`src/hw/rtl/ydqe_pkg.sv`:
```
// Package for the YAML double-quoted scalar escaper.
// Holds the item structs, the escape kind codes, character constants and the hex digit function.
// Has no dependencies.
package ydqe_pkg;

	// One decoded character as it enters the block.
	typedef struct packed {
		logic [20:0] char_code;
		logic        valid_req;
		logic [2:0]  byte_count;
		logic [7:0]  raw_byte0;
		logic [7:0]  raw_byte1;
		logic [7:0]  raw_byte2;
		logic [7:0]  raw_byte3;
	} req_item_t;

	// One byte of escaped text as it leaves the block.
	typedef struct packed {
		logic [7:0] out_byte;
		logic       last_byte;
	} rsp_item_t;

	// How a character is rendered.
	typedef enum logic [2:0] {
		KIND_ESC2,  // backslash and one character
		KIND_PASS,  // original UTF-8 bytes
		KIND_HEX2,  // \xNN
		KIND_HEX4,  // \uNNNN
		KIND_HEX8   // \UNNNNNNNN
	} kind_t;

	localparam int unsigned MaxBytes = 10;
	localparam int unsigned CntW     = 4;

	localparam logic [7:0] ChBackslash = 8'h5C;
	localparam logic [7:0] ChQuote     = 8'h22;
	localparam logic [7:0] ChLowerN    = 8'h6E;
	localparam logic [7:0] ChLowerT    = 8'h74;
	localparam logic [7:0] ChLowerR    = 8'h72;
	localparam logic [7:0] ChLowerX    = 8'h78;
	localparam logic [7:0] ChLowerU    = 8'h75;
	localparam logic [7:0] ChUpperU    = 8'h55;

	localparam logic [20:0] CpMax      = 21'h10FFFF;
	localparam logic [20:0] CpTab      = 21'h000009;
	localparam logic [20:0] CpLf       = 21'h00000A;
	localparam logic [20:0] CpCr       = 21'h00000D;
	localparam logic [20:0] CpQuote    = 21'h000022;
	localparam logic [20:0] CpBackslash = 21'h00005C;
	localparam logic [20:0] CpNel      = 21'h000085;
	localparam logic [20:0] CpLsep     = 21'h002028;
	localparam logic [20:0] CpPsep     = 21'h002029;

	// Uppercase hex digit for one nibble.
	function automatic logic [7:0] hex_char(input logic [3:0] nib);
		logic [7:0] wide;
		wide = {4'b0000, nib};
		if (nib < 4'd10) begin
			return 8'h30 + wide;
		end else begin
			return 8'h37 + wide;
		end
	endfunction

endpackage

```
`src/hw/rtl/yaml_double_quote_escaper_unit.sv`:
```
// Top level of the YAML double-quoted scalar escaper.
// Three pipeline stages (capture, classify, expand) feed a byte serializer.
// Depends on ydqe_pkg.
//
// Path: an accepted item passes stages 1, 2 and 3, then the serializer drives rsp.
// Throughput: the serializer sends one byte per cycle unless rsp_stall is high; the
//   stages ahead take an item every cycle unless stalled; escaped text is 1 to 10 bytes.
// Reset: arst_n clears all valid bits and the byte index; payload registers are not reset.
module yaml_double_quote_escaper_unit (
	input  logic                clk,
	input  logic                arst_n,
	input  logic                req_valid,
	output logic                req_stall,
	input  ydqe_pkg::req_item_t req,
	output logic                rsp_valid,
	input  logic                rsp_stall,
	output ydqe_pkg::rsp_item_t rsp
);
	import ydqe_pkg::*;

	// Stage 1: the accepted item, registered as it came in.
	logic      valid_s1;
	req_item_t item_s1;

	// Stage 2: the rendering decision for the character.
	logic       valid_s2;
	kind_t      kind_s2;
	logic [20:0] val_s2;
	logic [7:0] esc_s2;
	logic [2:0] cnt_s2;
	logic [3:0][7:0] raw_s2;

	// Stage 3: the escaped text laid out byte by byte.
	logic                       valid_s3;
	logic [MaxBytes-1:0][7:0]   buf_s3;
	logic [CntW-1:0]            cnt_s3;

	// Serializer: holds one item's text and walks through it.
	logic                       ser_valid_q;
	logic [MaxBytes-1:0][7:0]   ser_buf_q;
	logic [CntW-1:0]            ser_cnt_q;
	logic [CntW-1:0]            ser_idx_q;

	logic ser_last;
	logic ser_load, s3_load, s2_load, s1_load;

	// Each stage moves when it is empty or its contents move on. The serializer frees
	// itself when its final byte is taken.
	assign ser_last = (ser_idx_q == ser_cnt_q - 1'b1);
	assign ser_load = !ser_valid_q || (!rsp_stall && ser_last);
	assign s3_load  = !valid_s3 || ser_load;
	assign s2_load  = !valid_s2 || s3_load;
	assign s1_load  = !valid_s1 || s2_load;
	assign req_stall = !s1_load;

	assign rsp_valid      = ser_valid_q;
	assign rsp.out_byte   = ser_buf_q[ser_idx_q];
	assign rsp.last_byte  = ser_last;

	// Classification of the character held in stage 1, in the priority order of the
	// escaping rules: broken sequence first, then the two-character escapes, then the
	// printable non-break characters, then the numeric escapes by size.
	kind_t       kind_d;
	logic [20:0] val_d;
	logic [7:0]  esc_d;
	logic [2:0]  cnt_d;
	logic        printable;
	logic        line_break;
	logic [20:0] cp;

	always_comb begin
		cp = item_s1.char_code;
		printable = (cp == CpTab) || (cp == CpLf) || (cp == CpCr) ||
			(cp >= 21'h20 && cp <= 21'h7E) || (cp == CpNel) ||
			(cp >= 21'hA0 && cp <= 21'hD7FF) ||
			(cp >= 21'hE000 && cp <= 21'hFFFD) ||
			(cp >= 21'h10000 && cp <= CpMax);
		line_break = (cp == CpLf) || (cp == CpCr) || (cp == CpNel) ||
			(cp == CpLsep) || (cp == CpPsep);
		val_d = cp;
		esc_d = ChBackslash;
		// An out-of-range byte count is clamped into 1..4.
		if (item_s1.byte_count == 3'd0) begin
			cnt_d = 3'd1;
		end else if (item_s1.byte_count > 3'd4) begin
			cnt_d = 3'd4;
		end else begin
			cnt_d = item_s1.byte_count;
		end
		if (!item_s1.valid_req) begin
			kind_d = KIND_HEX2;
			val_d  = {13'b0, item_s1.raw_byte0};
		end else if (cp == CpBackslash) begin
			kind_d = KIND_ESC2;
			esc_d  = ChBackslash;
		end else if (cp == CpQuote) begin
			kind_d = KIND_ESC2;
			esc_d  = ChQuote;
		end else if (cp == CpLf) begin
			kind_d = KIND_ESC2;
			esc_d  = ChLowerN;
		end else if (cp == CpTab) begin
			kind_d = KIND_ESC2;
			esc_d  = ChLowerT;
		end else if (cp == CpCr) begin
			kind_d = KIND_ESC2;
			esc_d  = ChLowerR;
		end else if (printable && !line_break) begin
			kind_d = KIND_PASS;
		end else if (cp <= 21'h7F) begin
			kind_d = KIND_HEX2;
		end else if (cp <= 21'hFFFF) begin
			kind_d = KIND_HEX4;
		end else begin
			kind_d = KIND_HEX8;
		end
	end

	// Expansion of the stage 2 decision into the byte buffer and its length.
	logic [MaxBytes-1:0][7:0] buf_d;
	logic [CntW-1:0]          len_d;
	logic [31:0]              v32;

	always_comb begin
		v32   = {11'b0, val_s2};
		buf_d = '0;
		len_d = '0;
		buf_d[0] = ChBackslash;
		case (kind_s2)
			KIND_ESC2: begin
				buf_d[1] = esc_s2;
				len_d    = CntW'(2);
			end
			KIND_PASS: begin
				buf_d[0] = raw_s2[0];
				buf_d[1] = raw_s2[1];
				buf_d[2] = raw_s2[2];
				buf_d[3] = raw_s2[3];
				len_d    = {1'b0, cnt_s2};
			end
			KIND_HEX2: begin
				buf_d[1] = ChLowerX;
				for (int i = 0; i < 2; i++) begin
					buf_d[2+i] = hex_char(v32[(1-i)*4 +: 4]);
				end
				len_d = CntW'(4);
			end
			KIND_HEX4: begin
				buf_d[1] = ChLowerU;
				for (int i = 0; i < 4; i++) begin
					buf_d[2+i] = hex_char(v32[(3-i)*4 +: 4]);
				end
				len_d = CntW'(6);
			end
			KIND_HEX8: begin
				buf_d[1] = ChUpperU;
				for (int i = 0; i < 8; i++) begin
					buf_d[2+i] = hex_char(v32[(7-i)*4 +: 4]);
				end
				len_d = CntW'(10);
			end
			default: begin
				len_d = CntW'(2);
			end
		endcase
	end

	// Valid bits and the byte index.
	always_ff @(posedge clk or negedge arst_n) begin
		if (!arst_n) begin
			valid_s1    <= 1'b0;
			valid_s2    <= 1'b0;
			valid_s3    <= 1'b0;
			ser_valid_q <= 1'b0;
			ser_idx_q   <= '0;
		end else begin
			if (s1_load) begin
				valid_s1 <= req_valid;
			end
			if (s2_load) begin
				valid_s2 <= valid_s1;
			end
			if (s3_load) begin
				valid_s3 <= valid_s2;
			end
			if (ser_load) begin
				ser_valid_q <= valid_s3;
				ser_idx_q   <= '0;
			end else if (!rsp_stall) begin
				ser_idx_q <= ser_idx_q + 1'b1;
			end
		end
	end

	// Payload registers follow their valid bits and need no reset.
	always_ff @(posedge clk) begin
		if (s1_load) begin
			item_s1 <= req;
		end
		if (s2_load) begin
			kind_s2 <= kind_d;
			val_s2  <= val_d;
			esc_s2  <= esc_d;
			cnt_s2  <= cnt_d;
			raw_s2  <= {item_s1.raw_byte3, item_s1.raw_byte2,
				item_s1.raw_byte1, item_s1.raw_byte0};
		end
		if (s3_load) begin
			buf_s3 <= buf_d;
			cnt_s3 <= len_d;
		end
		if (ser_load) begin
			ser_buf_q <= buf_s3;
			ser_cnt_q <= cnt_s3;
		end
	end

	// The byte index never runs past the end of the held text.
	a_idx_in_range: assert property (@(posedge clk) disable iff (!arst_n)
		ser_valid_q |-> (ser_idx_q < ser_cnt_q))
		else $error("serializer index beyond text length");

	// Every held text is between one and ten bytes long.
	a_len_range: assert property (@(posedge clk) disable iff (!arst_n)
		ser_valid_q |-> (ser_cnt_q >= CntW'(1) && ser_cnt_q <= CntW'(MaxBytes)))
		else $error("serializer text length out of range");

	// A stage 1 item that cannot move on is still there in the next cycle.
	a_s1_hold: assert property (@(posedge clk) disable iff (!arst_n)
		(valid_s1 && !s2_load) |=> valid_s1)
		else $error("stage 1 item lost while stalled");

endmodule
```
`config.mk`:
```
export PLATFORM = sky130hd
export DESIGN_NAME = yaml_double_quote_escaper_unit
export DESIGN_NICKNAME = d
export VERILOG_FILES = /design/src/hw/rtl/ydqe_pkg.sv /design/src/hw/rtl/yaml_double_quote_escaper_unit.sv
export SDC_FILE = /design/constraint.sdc
export NUM_CORES = 1
export LEC_CHECK = 0
export BUFFER_PORTS_ARGS = -buffer_cell sky130_fd_sc_hd__buf_2
export CORE_UTILIZATION = 60
export DETAILED_ROUTE_END_ITERATION = 8
export GPL_ROUTABILITY_DRIVEN = 1
export PLACE_DENSITY_LB_ADDON = 0.3
export SKIP_LAST_GASP = 1
export SLEW_MARGIN = 10
export SYNTH_ARGS = -nofsm -noshare
export SYNTH_HDL_FRONTEND = slang
export SYNTH_SLANG_ARGS = --single-unit
```
`constraint.sdc`:
```
create_clock -name clk -period 6 [get_ports clk]
set_input_delay 0.3 -clock clk [delete_from_list [all_inputs] [get_ports clk]]
set_output_delay 0.3 -clock clk [all_outputs]
set_load 0.005 [all_outputs]
```
### Word-level counts from Yosys, hierarchy flattened

Cells that the tools add are included.

| storage, ports and cells | value |
|---|---|
| register bits | 300 |
| input port bits | 61 |

| cells by class | value |
|---|---|
| bitwise logic cells | 1 |
| multiplexer cells | 27 |
| eq/ne operators | 14 |
| $lt $le $gt $ge | 17 |
| reductions and logical operators | 35 |
| add/sub/neg operators | 13 |

Operator list:

| kind | number |
|---|---|
| 6-bit by 4-bit adder with 7-bit output, first input constant | 10 |
| 16-bit case mux with 4 select lines | 1 |
| 21-bit by 4-bit == test with 1-bit output, second input constant | 3 |
| 21-bit by 16-bit <= comparator with 1-bit output, second input constant | 3 |
| 21-bit by 14-bit == test with 1-bit output, second input constant | 2 |
| 21-bit by 7-bit <= comparator with 1-bit output, second input constant | 2 |
| 7-bit two-way mux | 6 |
| 8-bit case mux with 5 select lines | 1 |
| 8-bit binary-select mux with 4-bit select | 1 |
| 16-bit case mux with 2 select lines | 1 |
| 21-bit by 6-bit == test with 1-bit output, second input constant | 1 |
| 21-bit by 7-bit == test with 1-bit output, second input constant | 1 |
| 21-bit by 8-bit == test with 1-bit output, second input constant | 1 |
| 21-bit by 16-bit >= comparator with 1-bit output, second input constant | 1 |
| 21-bit by 17-bit >= comparator with 1-bit output, second input constant | 1 |
| 21-bit by 6-bit >= comparator with 1-bit output, second input constant | 1 |
| 21-bit by 8-bit >= comparator with 1-bit output, second input constant | 1 |
| 21-bit <= comparator, second input constant | 1 |
| 4-bit less-than comparator, second input constant | 5 |
| 6-bit two-way mux | 3 |
| 8-bit two-way mux | 2 |
| 4-bit case mux with 4 select lines | 1 |
| 1-bit logical OR | 15 |
| 2-bit two-way mux | 7 |
| other kinds (20) | 36 |

### Logic depth before layout (Yosys ltp)

Gate-level depths: netlist of the first run.

| logic depth | value |
|---|---|
| depth after elaboration | 15 |
| mapped depth | 8 |
| mapped depth without buffers | 8 |

### Worst setup path after synthesis of the first run

OpenSTA, ideal clock, no wires.

| timing path | value |
|---|---|
| path kind | reg2reg |
| start | register ser_cnt_q[0] |
| end | register item_s1, in the netlist cp[0], enable pin |
| data required time | 5.582 ns |
| arrival | 3.640 ns |
| library setup time | 0.418 ns |
| stages on the path, launching flop included | 9 |
| clock period less this slack | 4.058 ns |
| buffers on the path | 0 |
| slack | 1.942 ns |
| cells stage by stage | edfxtp_1 -> inv_1 -> ha_1 -> xor2_1 -> xnor2_1 -> nand4_1 -> o21a_1 -> inv_2 -> or2_1 |

| between the ends | value |
|---|---|
| word-level cells in the longest chain between the ends | 7 |

Ends and longest elaborated chain:

| item | RTL line | text |
|---|---|---|
| start: declaration | yaml_double_quote_escaper_unit.sv:41 | `logic [CntW-1:0] ser_cnt_q;` |
| start signal: assignment | yaml_double_quote_escaper_unit.sv:214 | `ser_cnt_q <= cnt_s3;` |
| 4-bit by 1-bit subtractor with 4-bit output | yaml_double_quote_escaper_unit.sv:49 | `assign ser_last = (ser_idx_q == ser_cnt_q - 1'b1);` |
| 4-bit == test | yaml_double_quote_escaper_unit.sv:49 |  |
| 1-bit logical AND | yaml_double_quote_escaper_unit.sv:50 | `assign ser_load = !ser_valid_q \|\| (!rsp_stall && ser_last);` |
| 1-bit logical OR | yaml_double_quote_escaper_unit.sv:50 |  |
| 1-bit logical OR | yaml_double_quote_escaper_unit.sv:51 | `assign s3_load = !valid_s3 \|\| ser_load;` |
| 1-bit logical OR | yaml_double_quote_escaper_unit.sv:52 | `assign s2_load = !valid_s2 \|\| s3_load;` |
| 1-bit logical OR | yaml_double_quote_escaper_unit.sv:53 | `assign s1_load = !valid_s1 \|\| s2_load;` |
| end signal: assignment | yaml_double_quote_escaper_unit.sv:198 | `item_s1 <= req;` |
| end: declaration | yaml_double_quote_escaper_unit.sv:23 | `req_item_t item_s1;` |

Every way passes these cells.
A chain may end at the register's enable or synchronous reset.

### Final worst setup path of the first run

| timing path | value |
|---|---|
| start | register ser_idx_q[1] |
| end | output port req_stall |

| between the ends | value |
|---|---|
| word-level cells in the longest chain between the ends | 7 |

Ends and longest elaborated chain:

| item | RTL line | text |
|---|---|---|
| start: declaration | yaml_double_quote_escaper_unit.sv:42 | `logic [CntW-1:0] ser_idx_q;` |
| start signal: assignment | yaml_double_quote_escaper_unit.sv:190 | `ser_idx_q <= ser_idx_q + 1'b1;` |
| 4-bit == test | yaml_double_quote_escaper_unit.sv:49 |  |
| 1-bit logical AND | yaml_double_quote_escaper_unit.sv:50 |  |
| 1-bit logical OR | yaml_double_quote_escaper_unit.sv:50 |  |
| 1-bit logical OR | yaml_double_quote_escaper_unit.sv:51 |  |
| 1-bit logical OR | yaml_double_quote_escaper_unit.sv:52 |  |
| 1-bit logical OR | yaml_double_quote_escaper_unit.sv:53 |  |
| 1-bit logical NOT | yaml_double_quote_escaper_unit.sv:54 | `assign req_stall = !s1_load;` |
| end: declaration | yaml_double_quote_escaper_unit.sv:13 | `output logic req_stall,` |

Every way passes these cells.

==> key figures, run 1 <==
Yosys
  – Syn avg cell area: 16.1 um2
  – Synth Area in Adders: 0.999%
  – XOR/XNOR share of the synthesized area: 1.40%
  – Top cell type's share of synthesized area: 74.1%
  – Synth area leaders: edfxtp_1 (74%), mux4_2 (3.0%), nor2_1 (2.2%)
  – Gate Count Post-Synth: 701
  – Post-synthesis mux area share: 5.54%
  – Syn Std Cell Area: 11300 um2
  – Compound-cell area share of the yosys netlist: 6.15%
  – Main combinational cell family by area after synthesis: simple AND/OR/NAND/NOR gates
  – Synth Area in Simple Gates: 7.89%
  – Area leader, netlist: edfxtp_1
  – Mapped Nets: 771
  – Ys Warns: 0
  – Synth Flop Type: edfxtp_1
  – Netlist cell types: 59
  – Flops & latches, synth: 286
  – Async set or reset register ratio after synthesis: 2.80%
  – Sequential area share after synthesis: 75.8%
  – Post-synth EDFFs: 278

Routing
  – Final ANT Viol Nets: 0
  – Drt first pass iters: 7
  – Residual DRC: 3
  – Drt wl/cell: 20.0 um
  – DR vias: 6393
  – Iteration-0 DRC Markers: 520
  – Total length of routed wires: 21.6 mm
  – Vias/cell: 5.91

Worst setup path
  – Critical path class: reg2out
  – CP required: 5.70 ns
  – CP Data Arrival Time: 3.26 ns
  – CP Launch Type: flop
  – Critical Path Fanout Max: 83
  – CP endpoint kind: output pin

Power and ir drop
  – Clock Power Share: 33.9%
  – Flop pwr share: 51.8%
  – Areal power density over the cells: 383 nW/um2
  – Logic pwr share: 14.2%
  – Worst vdd ir: 0.305 mV
  – Net switching power: 1.27 mW
  – Internal power: 3.84 mW
  – Net Sw Frac: 24.9%
  – Leak: 4.69 nW

Place
  – Buffers on Ports: 71
  – Dpl cell area: 11800 um2
  – DP HPWL: 13.8 mm
  – RD Place Congestion: 0.914
  – Dpl ws: 2.87 ns

Floorplanning
  – Core area: 18200 um2
  – Initial core utilization: 61.9%
  – Die Footprint: 19300 um2
  – Die Y: 139 um
  – I/O Pins: 72
  – FP Rows: 49
  – Die Wd: 139 um

Cells and area
  – Layout area overhead: 18.4%
  – Ant diodes: 0
  – Final instance area: 13300 um2
  – Core Util, Final: 73.3%
  – Nets@finish: 904
  – Share of layout cells above drive strength 1: 18.8%

Run status
  – Failing checks: DRC
  – Status: finished with violations

Clock tree
  – Root buffer cell: clkbuf_16
  – Number of clock buffers inserted by TritonCTS: 27
  – Clk buf depth: 3
  – CTS sink cnt: 286
  – Clock Pin Slew Worst Setup and Hold Paths: 0.06 ns
  – CTS tree: built
  – Later-pin clock latency in the skew report: 0.53 ns
  – H-tree depth: 1

Job
  – Max-cap violations: 0

STA
  – Worst slew margin: 35.9%
  – Slew @ Worst Pin: 0.962 ns
  – Final worst-path cycle share: 59.3%
  – Setup violations, final: 0
  – RSZ-0062 raised after global routing: no
  – Hold Vio Cnt, Final: 0
  – Final Max Slew Viols: 0
  – Setup Skew: 0.0128 ns
  – Setup TNS: 0 ns
  – Min Tclk post-route: 3.56 ns
  – Max Freq: 281 MHz
  – Post-route setup slack: 2.44 ns

Global routing
  – Largest net degree at the start of global routing: 84
  – Gr usage total: 23.1%
  – Initial antenna violation count: 0
  – First-pass GRT wire length: 33.9 mm
  – Number of global-route vias before repair: 6431
  – GRT Residual Overflow: 0

Worst hold path
  – Worst hold path class: in2reg
[cell usage in the layout (no fill, tap or decap), types with 6 or more instances in the layout]
cell           count
a21oi_1           24
a22oi_1           11
and2_1            18
and3_1            11
buf_2             71
buf_4              6
clkbuf_16         27
dfrtp_1            8
dlygate4sd3_1     59
edfxtp_1         278
ha_1               9
inv_1             25
mux2_2            13
mux2i_1           14
mux4_2            15
nand2_1           19
nand3_1           19
nor2_1            67
nor3_1             9
o211ai_1           6
o21ai_0           18
o21ai_1           12
o22ai_1            7
or3_1              7
xnor2_1            8
xor2_1            10
[layout make-up]
| class | count | area, um2 |
|---|---|---|
| Sequential cell | 286 | 8550 |
| Fill cell | 1052 | 4870 |
| Multi-Input combinational cell | 355 | 2490 |
| Timing Repair Buffer | 136 | 991 |
| Clock buffer | 30 | 687 |
| Tap cell | 229 | 287 |
| Clock inverter | 18 | 234 |
| Inverter | 28 | 105 |
[per-stage QoR]
stage | std cells | total power [mW] | hold slack, ns
after floorplan | 701 | 3.14 | 0.00441
after global placement | 975 | 3.34 | 0.148
after detailed placement | 975 | 3.38 | 0.155
after CTS | 1082 | 5.13 | 0.0525
after global routing | 1082 | 5.30 | 0.0671
final | 1082 | 5.12 | 0.0666
[routing by layer]
| metal | global-route usage (%) | vias up | wire length, um |
|---|---|---|---|
| met5 | 0 | - | 0 |
| met4 | 8.25 | 0 | 719 |
| met3 | 3.21 | 56 | 1270 |
| met2 | 40.0 | 292 | 10900 |
| met1 | 30.1 | 3117 | 8770 |
| li1 | - | 2928 | - |
[cells in the mapped netlist (4+ instances only)]
library cell and number:
nor2_1 67, nand2_1 20, edfxtp_1 278, dfrtp_1 8
mux2i_1 14, buf_1 4, mux2_2 13, and3_1 11
nand4_1 4, nor3_1 9, a22oi_1 11, clkbuf_1 21
o22ai_1 7, ha_1 9, o21ai_1 12, a21oi_1 24
xnor2_1 8, o211ai_1 6, buf_2 4, and2_1 18
xor2_1 10, mux4_2 15, a21o_1 5, nand2b_1 4
o21a_1 5, or3_1 7, nand3_1 20, o21ai_0 18
inv_1 25
[power groups by stage]
| stage | clock (mW) | sequential, mW | combinational, mW |
|---|---|---|---|
| after floorplan | 0 | 2.59 | 0.542 |
| after global placement | 0 | 2.68 | 0.662 |
| after detailed placement | 0 | 2.69 | 0.690 |
| after CTS | 1.76 | 2.65 | 0.724 |
| after global routing | 1.83 | 2.67 | 0.793 |
| final | 1.74 | 2.65 | 0.728 |
[worst paths after layout]
| kind | start | end | slack (ns) | depth (start not counted) |
|---|---|---|---|---|
| max | ser_idx_q[1] | req_stall | 2.44 | 7 |
| min | rsp_stall | ser_idx_q[1] | 0.07 | 3 |
| max reg2reg | ser_idx_q[1] | ser_buf_q[45] | 3.11 | 5 |
| min reg2reg | buf_s3[41] | ser_buf_q[41] | 0.42 | 0 |
| max in group asynchronous | arst_n | valid_s3 | 5.68 | 2 |
| min in group asynchronous | arst_n | ser_idx_q[1] | 0.14 | 2 |
[logic make-up (layout without fill, tap and decap cells)]
family          after synthesis  after routing
buf+inv                      60            212
fa+ha+maj                     9              9
compound gates              109            109
mux                          42             42
xor+xnor                     18             18
flops                       286            286
simple gates                177            177
[state kept, by name, indices dropped and copies added (netlist names), 3 cells and up]
signal and count:
buf_s3 74, cnt_s2 3, cnt_s3 4, cp 21
esc_s2 6, item_s1 36, kind_s2 3, raw_s2 32
ser_buf_q 74, ser_cnt_q 4, ser_idx_q 4, val_s2 21
[critical path, cell delays in order (launching register included)]
cell,delay (ns)
dfrtp_1,0.89
xor2_1,0.24
nand4_1,0.20
o21a_1,0.31
inv_2,0.08
buf_4,0.73
nor2_1,0.10
buf_2,0.16
[what timing repair did]
item | 4_1_cts | 5_1_grt
gates resized for setup | 0 | 0
hold endpoints to repair | 66 | 0
setup buffers | 0 | 0
hold buffers | 59 | 0
Power figures use the tool's default switching activity.
==> run 2: changes to the inputs <==
--- a/config.mk
+++ b/config.mk
@@ -6,7 +6,7 @@
 export NUM_CORES = 1
 export LEC_CHECK = 0
 export BUFFER_PORTS_ARGS = -buffer_cell sky130_fd_sc_hd__buf_2
-export CORE_UTILIZATION = 60
+export CORE_UTILIZATION = 54
 export DETAILED_ROUTE_END_ITERATION = 8
 export GPL_ROUTABILITY_DRIVEN = 1
 export PLACE_DENSITY_LB_ADDON = 0.3
==> constraint.sdc (replaced) <==
create_clock -name clk -period 3 [get_ports clk]
set_input_delay 0.15 -clock clk [delete_from_list [all_inputs] [get_ports clk]]
set_output_delay 0.15 -clock clk [all_outputs]
set_load 0.005 [all_outputs]
==> key figures, run 2 (synthesized netlist as in run 1, its figures left out) <==
Run status
  – Status: finished, final reports clean

Clock tree
  – Later-pin clock latency in the skew report: 0.53 ns
  – Clk buf depth: 3
  – Postcts setup bufs: 0
  – Clock Pin Slew Worst Setup and Hold Paths: 0.07 ns
  – H-tree depth: 1
  – Number of clock buffers inserted by TritonCTS: 28
  – Root buffer cell: clkbuf_16
  – CTS sink cnt: 286
  – CTS tree: built

STA
  – Min Tclk post-route: 2.79 ns
  – RSZ-0062 raised after global routing: no
  – Hold Vio Cnt, Final: 0
  – Max Freq: 358 MHz
  – Setup violations, final: 0
  – Slew @ Worst Pin: 0.711 ns
  – Worst slew margin: 52.4%
  – Setup Skew: 0.0148 ns
  – Final worst-path cycle share: 93.1%
  – Worst hold slack: 0.318 ns
  – Final Max Slew Viols: 0
  – Setup TNS: 0 ns

Cells and area
  – Ant diodes: 0
  – Fillers: 1345
  – Area of the multi-input gates: 2490 um2
  – Layout area overhead: 20.0%
  – Share of layout cells above drive strength 1: 19.0%
  – Core Util, Final: 66.4%
  – Most common cell after layout, fill and taps aside: edfxtp_1
  – Nets@finish: 913
  – Most frequent cells in the layout: edfxtp_1 (278), buf_2 (71), nor2_1 (67), dlygate4sd3_1 (61), clkbuf_16 (29)
  – Register area: 8550 um2
  – Largest regs: buf_s3 (74), ser_buf_q (74), item_s1 (36)

Power and ir drop
  – Worst vdd ir: 0.527 mV
  – Clock Power Share: 33.4%
  – Flop pwr share: 50.9%
  – Internal power: 7.68 mW
  – Net Sw Frac: 25.3%
  – Net switching power: 2.60 mW
  – Areal power density over the cells: 760 nW/um2
  – Leak: 4.76 nW
  – Logic pwr share: 15.7%

Floorplanning
  – FP Rows: 52
  – Die Wd: 146 um
  – Die Footprint: 21500 um2
  – I/O Pins: 72
  – Initial core utilization: 55.3%
  – Core area: 20400 um2
  – Die Y: 146 um

Global routing
  – First-pass GRT wire length: 35.1 mm
  – Number of global-route vias before repair: 6374
  – Initial antenna violation count: 0
  – GRT Residual Overflow: 0
  – Largest net degree at the start of global routing: 84
  – Gr usage total: 21.5%

Routing
  – Residual DRC: 0
  – Drt wl/cell: 20.2 um
  – DR vias: 6335
  – Total length of routed wires: 22.9 mm
  – Drt first pass iters: 5
  – Iteration-0 DRC Markers: 530
  – Vias/cell: 5.59
  – Final ANT Viol Nets: 0

Worst hold path
  – Hold path cells: 2
  – Hold EP: cp[4]
  – Hold_sp: req[40]
  – Worst hold path class: in2reg

Place
  – RD Place Congestion: 0.881
  – Buffers on Ports: 71
  – DP HPWL: 14.6 mm

Worst setup path
  – RR Endpoint: cp[17]
  – Critical Path Fanout Max: 42
  – R2R setup slack: 0.39 ns
  – CP Data Arrival Time: 2.64 ns
  – Worst r2r src: ser_cnt_q[0]
  – Critical path class: reg2out
  – CP endpoint kind: output pin
  – CP Launch Type: flop
  – Reg2Reg Depth: 9
  – CP required: 2.85 ns

Job
  – Max-cap violations: 0
==> run 2: metal layers <==
layer / up-vias / wire length [um] / track usage, %
li1: 2961 / - / -
met1: 3059 / 9710 / 28.9
met2: 262 / 11300 / 36.3
met3: 53 / 1170 / 2.66
met4: 0 / 746 / 7.66
met5: - / 0 / 0
==> run 2: area by class of cell <==
class | count | share of cell area, %
multi-input cells | 355 | 18.4
flip-flops and latches | 286 | 63.2
repair buffers | 144 | 8.36
clock buffers | 38 | 5.61
well taps | 270 | 2.50
inverters | 28 | 0.796
clock inverters | 13 | 1.12
==> run 2: worst max path at each step <==
stage | startpoint | to | slack, ns | cells after the start
after floorplan | ser_cnt_q[0] | cp[0] | 0.07 | 8
final | ser_cnt_q[0] | req_stall | 0.21 | 10
after global routing | ser_cnt_q[0] | req_stall | 0.04 | 10
after CTS | ser_cnt_q[0] | req_stall | 0.008 | 10
after detailed placement | ser_cnt_q[0] | item_s1[3] | 0.45 | 9
after global placement | ser_cnt_q[0] | item_s1[1] | 0.59 | 9
==> run 2: critical path, stage by stage, from the launching register on <==
cell      delay (ns)
edfxtp_1        0.42
inv_1           0.08
ha_1            0.18
xor2_1          0.20
xnor2_1         0.14
nand4_1         0.22
o21a_2          0.33
inv_4           0.12
buf_16          0.21
nor2_1          0.07
buf_2           0.13
==> run 2: metrics by stage <==
stage	instance area [um2]	std cells	setup slack (ns)	power (mW)
floorplan	11300	701	0.0690	6.26
global placement	12000	1021	0.593	6.75
detailed placement	12000	1021	0.448	6.83
CTS	13500	1133	0.00848	10.3
global route	13500	1134	0.0431	10.7
finish	13500	1134	0.207	10.3
==> run 2: power by group through the flow <==
| stage | Combinational (mW) | Sequential, mW | Clock [mW] |
|---|---|---|---|
| 2_1_floorplan | 1.09 | 5.17 | 0 |
| 3_3_place_gp | 1.48 | 5.28 | 0 |
| 3_5_place_dp | 1.53 | 5.31 | 0 |
| 4_1_cts | 1.60 | 5.22 | 3.46 |
| 5_1_grt | 1.75 | 5.27 | 3.64 |
| 6_report | 1.61 | 5.23 | 3.43 |
==> run 2: timing repair <==
item                       CTS  global route
hold endpoints to repair    68             0
gates resized for setup      1             1
gates cloned                 0             1
setup endpoints to repair    1             1
hold buffers                61             0
==> run 3: changes to the inputs <==
--- a/config.mk
+++ b/config.mk
@@ -6,7 +6,7 @@
 export NUM_CORES = 1
 export LEC_CHECK = 0
 export BUFFER_PORTS_ARGS = -buffer_cell sky130_fd_sc_hd__buf_2
-export CORE_UTILIZATION = 54
+export CORE_UTILIZATION = 60
 export DETAILED_ROUTE_END_ITERATION = 8
 export GPL_ROUTABILITY_DRIVEN = 1
 export PLACE_DENSITY_LB_ADDON = 0.3
==> constraint.sdc (replaced) <==
create_clock -name clk -period 3.6 [get_ports clk]
set_input_delay 0.18 -clock clk [delete_from_list [all_inputs] [get_ports clk]]
set_output_delay 0.18 -clock clk [all_outputs]
set_load 0.005 [all_outputs]
==> key figures, run 3 (synthesized netlist as in run 1, its figures left out) <==
Routing
  – DR vias: 6323
  – Residual DRC: 4
  – Final ANT Viol Nets: 0
  – Drt wl/cell: 20.2 um
  – Total length of routed wires: 21.9 mm
  – Vias/cell: 5.83
  – Iteration-0 DRC Markers: 677
  – Drt first pass iters: 7

Job
  – Max-cap violations: 0

STA
  – Slew @ Worst Pin: 0.819 ns
  – Setup Skew: 0.0126 ns
  – Hold Vio Cnt, Final: 0
  – Final Max Slew Viols: 0
  – Final worst-path cycle share: 88.0%
  – Max Freq: 316 MHz
  – RSZ-0062 raised after global routing: no
  – Setup violations, final: 0
  – Min Tclk post-route: 3.17 ns
  – Setup TNS: 0 ns
  – Worst slew margin: 45.4%
  – Post-route setup slack: 0.432 ns

Worst setup path
  – Slowest CP cell: buf_6
  – CP required: 3.42 ns
  – CP top delay family: buffers and inverters
  – R2R setup slack: 0.85 ns
  – CP Launch Type: flop
  – Critical Path Fanout Max: 83
  – CP bufs+invs: 4
  – CP endpoint kind: output pin
  – Max stage delay on crit path: 0.55 ns
  – CP Data Arrival Time: 2.99 ns
  – Critical path class: reg2out
  – Crit-path cells: inv_1 > ha_1 > xor2_1 > xnor2_1 > nand4_1 > o21a_1 > inv_2 > buf_6 > nor2_1 > buf_2

Cells and area
  – Finished Layout Cells: 1085
  – Nets@finish: 907
  – Most common cell after layout, fill and taps aside: edfxtp_1
  – Fillers: 1061
  – Largest regs: buf_s3 (74), ser_buf_q (74), item_s1 (36)
  – Layout area overhead: 17.6%
  – Ant diodes: 0
  – Most frequent cells in the layout: edfxtp_1 (278), buf_2 (71), nor2_1 (67), dlygate4sd3_1 (60), clkbuf_16 (27)
  – Final instance area: 13300 um2
  – Share of layout cells above drive strength 1: 18.2%

Global routing
  – Initial antenna violation count: 0
  – Number of global-route vias before repair: 6389
  – Gr usage total: 23.4%
  – Largest net degree at the start of global routing: 84
  – First-pass GRT wire length: 34.6 mm
  – GRT Residual Overflow: 0

Power and ir drop
  – Worst vdd ir: 0.442 mV
  – Areal power density over the cells: 617 nW/um2
  – Leak: 4.66 nW

Clock tree
  – Clk buf depth: 3
  – Later-pin clock latency in the skew report: 0.53 ns
  – Root buffer cell: clkbuf_16
  – CTS tree: built
  – CTS sink cnt: 286
  – Number of clock buffers inserted by TritonCTS: 27
  – H-tree depth: 1
  – Clock Pin Slew Worst Setup and Hold Paths: 0.06 ns
  – Postcts setup bufs: 0

Place
  – DP HPWL: 14.0 mm
  – RD Place Congestion: 0.888
  – Placed cells: 977
  – Dpl ws: 0.814 ns
  – Dpl cell area: 11900 um2
  – Buffers on Ports: 71

Floorplanning
  – Die Footprint: 19300 um2
  – FP Rows: 49
  – Core area: 18200 um2
  – I/O Pins: 72
  – Die Y: 139 um
  – Die Wd: 139 um
  – Initial core utilization: 61.9%

Run status
  – Failing checks: DRC
  – Status: finished with violations

Worst hold path
  – Worst hold path class: in2async
==> run 3: changes by cell type in the layout (fill, tap and decap cells not counted), moves of 2 or more <==
cell / previous run / this run
clkbuf_8: 2 / 0
buf_4: 7 / 5
clkinv_4: 1 / 3
bufinv_16: 3 / 0
clkinv_1: 3 / 5
clkbuf_16: 29 / 27
==> run 3: stage by stage <==
stage / utilization (%) / hold WS (ns) / power (mW)
CTS: 72.7 / 0.0110 / 8.19
floorplan: - / -0.116 / 5.22
global placement: 65.2 / 0.0277 / 5.60
finish: 72.8 / 0.0218 / 8.18
detailed placement: 65.2 / 0.0336 / 5.67
global route: 72.8 / 0.0333 / 8.50
==> run 3: metal layers <==
| metal | part of all wire (%) | global-route usage, % | vias to the layer above |
|---|---|---|---|
| met2 | 50 | 39.7 | 276 |
| met4 | 3.5 | 8.48 | 0 |
| li1 | - | - | 2940 |
| met1 | 41 | 31.2 | 3052 |
| met5 | 0 | 0 | - |
| met3 | 6.0 | 3.49 | 55 |
==> run 3: cell type report <==
cell class	count	area, um2	share of cell area [%]
Tap cell	229	287	2.16
Timing Repair Buffer	139	1040	7.88
Sequential cell	286	8550	64.5
Clock inverter	14	78.8	0.595
Multi-Input combinational cell	355	2490	18.8
Inverter	28	105	0.793
Clock buffer	34	702	5.30
==> run 3: final timing paths <==
kind / start / to / cells past startpoint
max: ser_cnt_q[0] / req_stall / 10
min: arst_n / ser_idx_q[2] / 2
min in group clk: req[49] / cp[13] / 2
max in group asynchronous: arst_n / valid_s2 / 2
max reg2reg: kind_s2[2] / buf_s3[44] / 5
min reg2reg: buf_s3[21] / ser_buf_q[21] / 0
==> run 3: worst reg2reg max path, cell delays in order, from the launching register on <==
cell      delay [ns]
edfxtp_1        0.88
inv_2           0.29
or3_2           0.87
inv_2           0.24
o21ai_0         0.11
o21ai_0         0.15
==> run 3: what timing repair did <==
item,in CTS,in global routing
setup endpoints to repair,0,1
hold buffers,60,0
endpoints found under the hold margin,68,0
gates resized for setup,0,1
==> run 3: power by group <==
group / internal [mW] / switching (mW)
clock network: 1.38 / 1.13
registers: 4.15 / 0.226
logic: 0.534 / 0.759
total: 6.06 / 2.11
